$ cat src/hw/rtl/fpbwb_pkg.sv
package fpbwb_pkg;

    // field widths
    localparam int OP_W     = 2;
    localparam int ADDR_W   = 21;
    localparam int LEN_W    = 13;
    localparam int MEM_W    = 16;
    localparam int CMD_W    = 3;
    localparam int PAGE_W   = 12;
    localparam int OFF_W    = 9;
    localparam int ROOM_W   = OFF_W + 1;
    localparam int TDATA_W  = 56;

    // page geometry and request limit
    localparam logic [ROOM_W-1:0] PageBytes  = ROOM_W'(512);
    localparam logic [LEN_W-1:0]  MaxRequest = LEN_W'(4096);

    // request operations
    localparam logic [OP_W-1:0] OP_READ   = 2'd0;
    localparam logic [OP_W-1:0] OP_WRITE  = 2'd1;
    localparam logic [OP_W-1:0] OP_COMMIT = 2'd2;

    // flash commands
    typedef enum logic [CMD_W-1:0] {
        CMD_PUT      = 3'd0,
        CMD_REWRITE  = 3'd1,
        CMD_GET      = 3'd2,
        CMD_BUFWRITE = 3'd3,
        CMD_READ     = 3'd4
    } t_cmd;

    // controller to datapath
    typedef struct packed {
        logic load;
        logic emit;
        t_cmd kind;
        logic last;
    } t_dp_ctl;

    // datapath to controller
    typedef struct packed {
        logic [OP_W-1:0] op;
        logic            hit;
        logic            valid;
        logic            len_zero;
        logic            final_chunk;
        logic            slot_free;
    } t_dp_stat;

endpackage

$ cat src/hw/rtl/flash_page_buffer_write_back.sv
// flash page buffer write-back planner
// slave channel: one request word per handshake; tuser carries the operation
//   (read, write, commit), tdata the byte address, length and data pointer
// master channel: one flash command per word; tuser carries the command code,
//   tdata the page, offset, byte count and memory location, tlast marks the
//   final command of a request
// a request is taken only while the planner is idle; it is registered, then
//   decided on, and its first command then goes into the output register
// after that, while the master side accepts, one command per cycle leaves the
//   output register, and each write chunk after the first is decided on again
// requests that produce no command (empty write, commit of a clean buffer,
//   unused operation code) return to idle after the decide state
// the next request is taken while the last command still waits in the output
//   register
// a stalled master side holds the command word and halts the command states
// reset clears the buffered page, its valid flag and the rewrite counter
module flash_page_buffer_write_back (
    input  logic        i_clk,
    input  logic        i_rst_n,
    input  logic        i_s_axis_tvalid,
    output logic        o_s_axis_tready,
    input  logic [1:0]  i_s_axis_tuser,  // operation
    input  logic [55:0] i_s_axis_tdata,  // byte_address, length, data_pointer
    output logic        o_m_axis_tvalid,
    input  logic        i_m_axis_tready,
    output logic [2:0]  o_m_axis_tuser,  // command
    output logic [55:0] o_m_axis_tdata,  // page, offset, count, memory_location
    output logic        o_m_axis_tlast   // last
);

    fpbwb_pkg::t_dp_ctl  ctl;
    fpbwb_pkg::t_dp_stat stat;
    fpbwb_pkg::t_cmd     out_cmd;
    logic [fpbwb_pkg::PAGE_W-1:0] out_page;
    logic [fpbwb_pkg::OFF_W-1:0]  out_off;
    logic [fpbwb_pkg::LEN_W-1:0]  out_count;
    logic [fpbwb_pkg::MEM_W-1:0]  out_mem;

    // sequencer
    fpbwb_ctrl u_ctrl (
        .i_clk       (i_clk),
        .i_rst_n     (i_rst_n),
        .i_req_valid (i_s_axis_tvalid),
        .i_stat      (stat),
        .o_req_ready (o_s_axis_tready),
        .o_ctl       (ctl)
    );

    // request, cache state and output word
    fpbwb_dp u_dp (
        .i_clk       (i_clk),
        .i_rst_n     (i_rst_n),
        .i_ctl       (ctl),
        .i_op        (i_s_axis_tuser),
        .i_addr      (i_s_axis_tdata[20:0]),
        .i_len       (i_s_axis_tdata[33:21]),
        .i_mem       (i_s_axis_tdata[49:34]),
        .i_out_ready (i_m_axis_tready),
        .o_stat      (stat),
        .o_out_valid (o_m_axis_tvalid),
        .o_out_cmd   (out_cmd),
        .o_out_page  (out_page),
        .o_out_off   (out_off),
        .o_out_count (out_count),
        .o_out_mem   (out_mem),
        .o_out_last  (o_m_axis_tlast)
    );

    assign o_m_axis_tuser = out_cmd;
    assign o_m_axis_tdata = {6'b0, out_mem, out_count, out_off, out_page};

endmodule

$ cat src/hw/rtl/fpbwb_ctrl.sv
module fpbwb_ctrl (
    input  logic                i_clk,
    input  logic                i_rst_n,
    input  logic                i_req_valid,
    input  fpbwb_pkg::t_dp_stat i_stat,
    output logic                o_req_ready,
    output fpbwb_pkg::t_dp_ctl  o_ctl
);

    typedef enum logic [6:0] {
        ST_IDLE    = 7'b0000001,
        ST_DECIDE  = 7'b0000010,
        ST_PUT     = 7'b0000100,
        ST_REWRITE = 7'b0001000,
        ST_GET     = 7'b0010000,
        ST_BUFW    = 7'b0100000,
        ST_READ    = 7'b1000000
    } t_state;

    t_state r_state;
    t_state n_state;

    assign o_req_ready = (r_state == ST_IDLE);

    // next state and datapath commands
    always_comb begin
        n_state    = r_state;
        o_ctl.load = 1'b0;
        o_ctl.emit = 1'b0;
        o_ctl.kind = fpbwb_pkg::CMD_PUT;
        o_ctl.last = 1'b0;
        case (r_state)
            ST_IDLE: begin
                o_ctl.load = i_req_valid;
                if (i_req_valid) begin
                    n_state = ST_DECIDE;
                end
            end
            ST_DECIDE: begin
                case (i_stat.op)
                    fpbwb_pkg::OP_READ: begin
                        n_state = i_stat.hit ? ST_PUT : ST_READ;
                    end
                    fpbwb_pkg::OP_WRITE: begin
                        if (i_stat.len_zero) begin
                            n_state = ST_IDLE;
                        end else if (i_stat.hit) begin
                            n_state = ST_BUFW;
                        end else if (i_stat.valid) begin
                            n_state = ST_PUT;
                        end else begin
                            n_state = ST_GET;
                        end
                    end
                    fpbwb_pkg::OP_COMMIT: begin
                        n_state = i_stat.valid ? ST_PUT : ST_IDLE;
                    end
                    default: begin
                        n_state = ST_IDLE;
                    end
                endcase
            end
            ST_PUT: begin
                o_ctl.kind = fpbwb_pkg::CMD_PUT;
                o_ctl.emit = i_stat.slot_free;
                if (i_stat.slot_free) begin
                    n_state = ST_REWRITE;
                end
            end
            ST_REWRITE: begin
                o_ctl.kind = fpbwb_pkg::CMD_REWRITE;
                o_ctl.last = (i_stat.op == fpbwb_pkg::OP_COMMIT);
                o_ctl.emit = i_stat.slot_free;
                if (i_stat.slot_free) begin
                    case (i_stat.op)
                        fpbwb_pkg::OP_READ:  n_state = ST_READ;
                        fpbwb_pkg::OP_WRITE: n_state = ST_GET;
                        default:             n_state = ST_IDLE;
                    endcase
                end
            end
            ST_GET: begin
                o_ctl.kind = fpbwb_pkg::CMD_GET;
                o_ctl.emit = i_stat.slot_free;
                if (i_stat.slot_free) begin
                    n_state = ST_BUFW;
                end
            end
            ST_BUFW: begin
                o_ctl.kind = fpbwb_pkg::CMD_BUFWRITE;
                o_ctl.last = i_stat.final_chunk;
                o_ctl.emit = i_stat.slot_free;
                if (i_stat.slot_free) begin
                    n_state = i_stat.final_chunk ? ST_IDLE : ST_DECIDE;
                end
            end
            ST_READ: begin
                o_ctl.kind = fpbwb_pkg::CMD_READ;
                o_ctl.last = 1'b1;
                o_ctl.emit = i_stat.slot_free;
                if (i_stat.slot_free) begin
                    n_state = ST_IDLE;
                end
            end
            default: begin
                n_state = ST_IDLE;
            end
        endcase
    end

    // state register
    always_ff @(posedge i_clk) begin
        if (!i_rst_n) begin
            r_state <= ST_IDLE;
        end else begin
            r_state <= n_state;
        end
    end

endmodule

$ cat src/hw/rtl/fpbwb_dp.sv
module fpbwb_dp (
    input  logic                                     i_clk,
    input  logic                                     i_rst_n,
    input  fpbwb_pkg::t_dp_ctl                       i_ctl,
    input  logic [fpbwb_pkg::OP_W-1:0]               i_op,
    input  logic [fpbwb_pkg::ADDR_W-1:0]             i_addr,
    input  logic [fpbwb_pkg::LEN_W-1:0]              i_len,
    input  logic [fpbwb_pkg::MEM_W-1:0]              i_mem,
    input  logic                                     i_out_ready,
    output fpbwb_pkg::t_dp_stat                      o_stat,
    output logic                                     o_out_valid,
    output fpbwb_pkg::t_cmd                          o_out_cmd,
    output logic [fpbwb_pkg::PAGE_W-1:0]             o_out_page,
    output logic [fpbwb_pkg::OFF_W-1:0]              o_out_off,
    output logic [fpbwb_pkg::LEN_W-1:0]              o_out_count,
    output logic [fpbwb_pkg::MEM_W-1:0]              o_out_mem,
    output logic                                     o_out_last
);

    localparam int PAGE_W  = fpbwb_pkg::PAGE_W;
    localparam int OFF_W   = fpbwb_pkg::OFF_W;
    localparam int LEN_W   = fpbwb_pkg::LEN_W;
    localparam int MEM_W   = fpbwb_pkg::MEM_W;
    localparam int ROOM_W  = fpbwb_pkg::ROOM_W;
    localparam int ADDR_HI = OFF_W + PAGE_W - 1;

    // request under work
    logic [fpbwb_pkg::OP_W-1:0] r_op;
    logic [PAGE_W-1:0]          r_page;
    logic [OFF_W-1:0]           r_off;
    logic [LEN_W-1:0]           r_len;
    logic [MEM_W-1:0]           r_mem;

    // cache state
    logic [PAGE_W-1:0]          r_buf_page;
    logic                       r_buf_valid;
    logic [PAGE_W-1:0]          r_rw_cnt;

    // output word register
    logic                       r_out_valid;
    fpbwb_pkg::t_cmd            r_out_cmd;
    logic [PAGE_W-1:0]          r_out_page;
    logic [OFF_W-1:0]           r_out_off;
    logic [LEN_W-1:0]           r_out_count;
    logic [MEM_W-1:0]           r_out_mem;
    logic                       r_out_last;

    logic [ROOM_W-1:0]          room;
    logic                       final_chunk;
    logic [ROOM_W-1:0]          chunk;
    logic [LEN_W-1:0]           len_sat;
    logic                       slot_free;

    // chunk of the current write: rest of the page or rest of the request
    assign room        = fpbwb_pkg::PageBytes - {1'b0, r_off};
    assign final_chunk = (r_len <= {{(LEN_W-ROOM_W){1'b0}}, room});
    assign chunk       = final_chunk ? r_len[ROOM_W-1:0] : room;
    assign len_sat     = (i_len > fpbwb_pkg::MaxRequest) ? fpbwb_pkg::MaxRequest : i_len;
    assign slot_free   = !r_out_valid || i_out_ready;

    // status to the controller
    always_comb begin
        o_stat.op          = r_op;
        o_stat.hit         = r_buf_valid && (r_page == r_buf_page);
        o_stat.valid       = r_buf_valid;
        o_stat.len_zero    = (r_len == '0);
        o_stat.final_chunk = final_chunk;
        o_stat.slot_free   = slot_free;
    end

    // request registers
    always_ff @(posedge i_clk) begin
        if (i_ctl.load) begin
            r_op   <= i_op;
            r_page <= i_addr[ADDR_HI:OFF_W];
            r_off  <= i_addr[OFF_W-1:0];
            r_len  <= len_sat;
            r_mem  <= i_mem;
        end else if (i_ctl.emit && (i_ctl.kind == fpbwb_pkg::CMD_BUFWRITE)) begin
            r_page <= r_page + PAGE_W'(1);
            r_off  <= '0;
            r_len  <= r_len - {{(LEN_W-ROOM_W){1'b0}}, chunk};
            r_mem  <= r_mem + MEM_W'(chunk);
        end
    end

    // buffered page and auto-rewrite counter
    always_ff @(posedge i_clk) begin
        if (!i_rst_n) begin
            r_buf_page  <= '0;
            r_buf_valid <= 1'b0;
            r_rw_cnt    <= '0;
        end else if (i_ctl.emit) begin
            case (i_ctl.kind)
                fpbwb_pkg::CMD_REWRITE: begin
                    r_rw_cnt    <= r_rw_cnt + PAGE_W'(1);
                    r_buf_valid <= 1'b0;
                end
                fpbwb_pkg::CMD_GET: begin
                    r_buf_page  <= r_page;
                    r_buf_valid <= 1'b1;
                end
                default: begin
                    r_buf_valid <= r_buf_valid;
                end
            endcase
        end
    end

    // output valid
    always_ff @(posedge i_clk) begin
        if (!i_rst_n) begin
            r_out_valid <= 1'b0;
        end else if (i_ctl.emit) begin
            r_out_valid <= 1'b1;
        end else if (i_out_ready) begin
            r_out_valid <= 1'b0;
        end
    end

    // output payload
    always_ff @(posedge i_clk) begin
        if (i_ctl.emit) begin
            r_out_cmd   <= i_ctl.kind;
            r_out_last  <= i_ctl.last;
            r_out_off   <= '0;
            r_out_count <= '0;
            r_out_mem   <= '0;
            case (i_ctl.kind)
                fpbwb_pkg::CMD_PUT: begin
                    r_out_page <= r_buf_page;
                end
                fpbwb_pkg::CMD_REWRITE: begin
                    r_out_page <= r_rw_cnt;
                end
                fpbwb_pkg::CMD_BUFWRITE: begin
                    r_out_page  <= r_page;
                    r_out_off   <= r_off;
                    r_out_count <= {{(LEN_W-ROOM_W){1'b0}}, chunk};
                    r_out_mem   <= r_mem;
                end
                fpbwb_pkg::CMD_READ: begin
                    r_out_page  <= r_page;
                    r_out_off   <= r_off;
                    r_out_count <= r_len;
                    r_out_mem   <= r_mem;
                end
                default: begin
                    r_out_page <= r_page;
                end
            endcase
        end
    end

    assign o_out_valid = r_out_valid;
    assign o_out_cmd   = r_out_cmd;
    assign o_out_page  = r_out_page;
    assign o_out_off   = r_out_off;
    assign o_out_count = r_out_count;
    assign o_out_mem   = r_out_mem;
    assign o_out_last  = r_out_last;

endmodule

$ cat config.mk
export PLATFORM = sky130hd
export DESIGN_NAME = flash_page_buffer_write_back
export DESIGN_NICKNAME = d
export VERILOG_FILES = /design/src/hw/rtl/fpbwb_pkg.sv /design/src/hw/rtl/flash_page_buffer_write_back.sv /design/src/hw/rtl/fpbwb_ctrl.sv /design/src/hw/rtl/fpbwb_dp.sv
export SDC_FILE = /design/constraint.sdc
export NUM_CORES = 1
export LEC_CHECK = 0
export BUFFER_PORTS_ARGS = -buffer_cell sky130_fd_sc_hd__buf_2
export CAP_MARGIN = 40
export CORE_MARGIN = 5
export CORE_UTILIZATION = 41
export DETAILED_ROUTE_END_ITERATION = 16
export PLACE_DENSITY = 0.67
export SYNTH_ARGS = -nofsm -noshare
export SYNTH_HDL_FRONTEND = slang
export SYNTH_HIERARCHICAL = 1
export SYNTH_SLANG_ARGS = --single-unit
export TNS_END_PERCENT = 20
$ cat constraint.sdc
create_clock -name i_clk -period 7.4 [get_ports i_clk]
set_input_delay 0.37 -clock i_clk [delete_from_list [all_inputs] [get_ports i_clk]]
set_output_delay 0.37 -clock i_clk [all_outputs]
set_load 0.05 [all_outputs]
# --- After elaboration in Yosys (flattened, before gate mapping) ---
# Index checks and enable logic that the tools add are counted.
# Widths: inputs -> output; s select.
word_totals:
  regBits: 139
  input_bits: 62
  out_inout_bits: 62
  word_cells: 91
op_classes:
  addsub: 5
  order_cmp: 2
  eq_ne: 20
  mux: 33
  n_reduce_logical: 15
ops:
  columns: ["op", "n"]
  rows:
  - ["$mux 7", 9]
  - ["$pmux 7 s7", 1]
  - ["$mux 13", 3]
  - ["$mux 16", 2]
  - ["$pmux 13 s2", 1]
  - ["$add 12x1->12 const B", 2]
  - ["$mux 12", 2]
  - ["$pmux 12 s2", 1]
  - ["$pmux 7 s3", 1]
  - ["$pmux 4 s5", 1]
  - ["$mux 9", 2]
  - ["$add 16x10->16", 1]
  - ["$pmux 7 s2", 1]
  - ["$gt 13x13->1 const B", 1]
  - ["$le 13x10->1", 1]
  - ["$logic_not 13->1", 1]
  - ["$sub 13x10->13", 1]
  - ["$eq 12x12->1", 1]
  - ["$mux 10", 1]
  - ["$ne 2x1->1 const B", 5]
  - ["$sub 10x9->10 const A", 1]
  - ["$eq 7x1->1 const B", 1]
  - ["$eq 7x2->1 const B", 1]
  - ["$eq 7x3->1 const B", 1]
  - ["other kinds (25)", 33]

# --- Depth between registers and ports, before layout ---
depth:
  depth_word: 7
  depth_mapped: 24
  mapped_depth_nobuf: 22

# --- Hierarchy ---
# The synthesis kept the hierarchy.
by_module_without_submodules:
  columns: ["mod", "n_inst", "cells_each", "area_each_um2", "seq_area_each_um2"]
  rows:
  - ["fpbwb_dp", 1, 695, 7315.8, 3703.6]
  - ["fpbwb_ctrl", 1, 77, 606.8, 140.1]
  - ["flash_page_buffer_write_back", 1, 7, 48.8, 0.0]

# --- Worst setup path after synthesis ---
# No wires, ideal clock.
synth_timing:
  path_kind: "register to register"
  startpoint: "reg u_ctrl.r_state[0]"
  endpoint: "reg u_dp.r_len[0], enable pin"
  setup_ps: 389
  arrival_ps: 6567
  required_ps: 7011
  path_slack_ps: 445
  stages_incl_launch_ff: 8
  path_buffers: 0
  synth_period_minus_slack_ps: 6955
  path_cell_list: "dfxtp_1 nor3_4 nand3_2 and2_1 a21boi_0 inv_1 nor2_1 a31o_2"
synth_rtl:
  columns: ["element", "line_no", "source"]
  rows:
  - ["from (decl)", "fpbwb_ctrl.sv:20", "t_state r_state;"]
  - ["from (signal assigned)", "fpbwb_ctrl.sv:116", "r_state <= n_state;"]
  - ["to (signal assigned)", "fpbwb_dp.sv:77", "r_len <= len_sat;"]
  - ["to (signal assigned)", "fpbwb_dp.sv:82", "r_len <= r_len - {{(LEN_W-ROOM_W){1'b0}}, chunk};"]
  - ["to (decl)", "fpbwb_dp.sv:31", "logic [LEN_W-1:0] r_len;"]

==> metrics.md <==
| Metric | Value |
|---|---|
| Run status | `finished, final reports clean` |
| Nets | `977` |
| Clock root buffer | `clkbuf_16` |
| Setup TNS | `0 ps` |
| Distinct cells, synth | `66` |
| Hold Path Class | `input pin to flop` |
| Vias in the first global route | `5,930` |
| RePlAce Congestion | `between 0.8 and 0.9` |
| P_leak | `around 0.0036 uW` |
| Initial antenna violation count | `4` |
| F_max | `176 MHz` |
| # fillers | `1,854` |
| First-pass detailed-route iteration total | `5` |
| Starting DRT DRC Count | `439` |
| Avg Cell Area, Syn | `10.2 um2` |
| CP max-delay cell | `a2111oi_0` |
| PwrDens | `approximately 400 nW/um2` |
| CTS-repair resized insts | `0` |
| Synthesis-to-layout area growth | `16.9%` |
| Crit share post-route | `76.7%` |
| Die width | `149 um` |
| DRC Markers | `0` |
| Leading area contributor after synthesis | `edfxtp_1` |
| Crit path launch type | `flop` |
| DP Area | `8740 um2` |
| Clock sink total | `around 140` |
| Ys Warns | `6` |
| Setup-failing EPs final | `0` |
| Slew Viols, Final | `0` |
| Post-synth EDFFs | `106` |
| RSZ-0062 raised after global routing | `false` |
| Global route overflow | `0` |
| # hold bufs at CTS | `0` |
| CTS tree | `yes` |
| Worst path max stage delay | `710 ps` |
| Crit end category | `flop` |
| Critical path class | `flop to flop` |
| CP required | `7540 ps` |
| Yosys reg bits | `139` |
| Vias | `6,010` |
| Final clock skew | `8.48 ps` |
| Worst VDD drop | `between 0.15 and 0.2 mV` |
| Die Span Y | `149 um` |
| Syn Std Cell Area | `7970 um2` |
| Antenna Nets Post-Route | `0` |
| H-Tree Depth | `4` |
| FP Rows | `roughly 50` |
| Vias per cell | `5.19` |
| Synth Flop Type | `edfxtp_1` |
| Post-CTS Setup Inserts | `0` |
| Area contributors post-synth | `edfxtp_1 40%, dfxtp_1 8.3%, ha_1 5.2%, nand2_1 4.8%, and2_1 3.8%` |
| WL per Instance | `16.2 um` |
| Max cap viols | `0` |
| Number of buffers created by CTS | `17` |
| Max Fanout on Critical Path | `31` |
| HPWL after detailed placement | `13,500 um` |
| Asr flop ratio synth | `0%` |
| All-Layer GR Usage | `approximately 17%` |
| Initial core utilization | `41.4%` |
| Area of the multi-input gates | `3870 um2` |
| Fin crit period | `5670 ps` |
| Core area | `19,300 um2` |
| Share of layout cells above drive strength 1 | `19.9%` |
| Crit-path cells | `or4_1, or4_1, xor2_1, inv_1, ha_1, nand3_1, nor3_2, nand4_1, a21bo_2, nand2_1, o21ai_0, ha_1, a211oi_1, o21bai_1, a2111oi_0, o41ai_1, xnor2_1, o21ai_0` |
| Final number of hold-violating endpoints | `0` |
| Sequential element share of the synthesized area | `48.2%` |
| Pre-CTS setup slack | `~1800 ps` |
| Slew headroom | `between 40% and 50%` |
| Register area | `3840 um2` |
| Design area | `9320 um2` |
| R2r setup slk | `1730 ps` |
| Clock-pin transition on the worst setup and hold timing paths | `60 ps` |
| Port Buffers | `111` |
| Worst Path Arrival | `between 5000 and 6000 ps` |
| First-pass GRT wire length | `~30,000 um` |
| Largest net degree at the start of global routing | `73` |
| # IOs | `approximately 120` |
| Slew @ Worst Pin | `839 ps` |
| Die Area | `~22,000 um2` |
| Synth top area share | `39.9%` |
| Gate Count Post-Synth | `~780` |
| CTS max path bufs | `2` |
| Worst-Skew Late Latency | `430 ps` |
| Final WS setup | `1730 ps` |
| Routed WL | `18,700 um` |
==> where the power goes <==
part | leakage, uW | internal [uW] | switching (uW)
Clock | 0.000283 | 461 | 370
Sequential | 0.00133 | 1110 | 188
Combinational | 0.00203 | 678 | 947
==> worst max-delay path: cells and delay by family (launching register included) <==
family | cells | cell delay (ps)
XOR/XNOR | 2 | 390
AND/OR/NAND/NOR | 6 | 1610
adder cells (fa/ha/maj) | 2 | 630
buffers and inverters | 1 | 100
AO/OA/AOI/OAI | 7 | 2180
flip-flops | 1 | 480
==> stage by stage <==
step | cells | hold slack, ps | total power [uW] | utilization (%)
2_1_floorplan | 784 | 468 | 2540 | -
3_3_place_gp | 1123 | 479 | 2860 | 45.2
3_5_place_dp | 1126 | 489 | 2920 | 45.4
4_1_cts | 1158 | 110 | 3760 | 48.3
5_1_grt | 1159 | 111 | 4030 | 48.3
6_report | 1159 | 131 | 3750 | 48.3
==> layout by cell type, fill, tap and decap left out, types with 18 or more instances in the layout <==
cell type / count
xor2_1: 27
o21ai_0: 60
xnor2_1: 32
buf_2: 113
ha_1: 33
clkbuf_16: 18
nor2_1: 28
edfxtp_1: 106
nand2_1: 101
dfxtp_1: 33
inv_1: 26
a21oi_1: 24
and2_1: 49
==> final timing paths <==
kind / start / end / cells after the start
hold reg to reg: u_dp/r_buf_page[1]$_SDFFE_PN0P_ / u_dp/r_buf_page[1]$_SDFFE_PN0P_ / 2
hold / removal: i_s_axis_tuser[1] / u_dp/r_op[1]$_DFFE_PP_ / 1
setup / recovery: u_dp/r_off[2]$_SDFFCE_PN0P_ / u_dp/r_mem[9]$_DFFE_PP_ / 18
setup reg to reg: u_dp/r_off[2]$_SDFFCE_PN0P_ / u_dp/r_mem[9]$_DFFE_PP_ / 18
==> final cells by class <==
cell class | count | share of cell area (%)
Antenna cell | 1 | 0.0269
Tap cell | 265 | 3.56
Timing Repair Buffer | 117 | 6.47
Inverter | 26 | 1.05
Clock buffer | 18 | 4.84
Sequential cell | 139 | 41.3
Clock inverter | 14 | 1.26
Multi-Input combinational cell | 579 | 41.5
==> Yosys cell counts, types with 13 or more instances <==
| library cell | count |
|---|---|
| ha_1 | 33 |
| edfxtp_1 | 106 |
| a21oi_1 | 24 |
| dfxtp_1 | 33 |
| a21boi_0 | 17 |
| o21ai_0 | 60 |
| and2_1 | 49 |
| nor2_1 | 29 |
| mux2i_1 | 15 |
| o21a_1 | 13 |
| nand2_1 | 101 |
| nand3_1 | 16 |
| inv_1 | 26 |
| xnor2_1 | 32 |
| xor2_1 | 27 |
| clkbuf_1 | 26 |
==> registers in the layout (all words and copies together) (netlist names), 12 cells and up <==
| signal | cells |
|---|---|
| u_dp/r_buf_page | 12 |
| u_dp/r_mem | 16 |
| u_dp/r_rw_cnt | 12 |
| u_dp/o_out_count | 13 |
| u_dp/o_out_mem | 16 |
| u_dp/r_len | 13 |
| u_dp/r_page | 12 |
| u_dp/o_out_page | 12 |
==> cell families after synthesis <==
logic type	synth area share, %
DFF	48.2
adders and majority gates	5.68
buffers and inverters	3.72
AOI/OAI and AO/OA	14.6
xor gates and xnor gates	6.48
muxes	2.45
and+or+nand+nor	18.8
other	0.0470
==> metal layers <==
metal  part of all wire, %  track usage (%)  up-vias
met3                   5.6             4.27       27
li1                      -                -     3025
met4                   1.6             5.90        6
met5                  0.15                0        -
met2                    46             27.1      153
met1                    46             23.0     2799
Power figures use the tool's default switching activity.
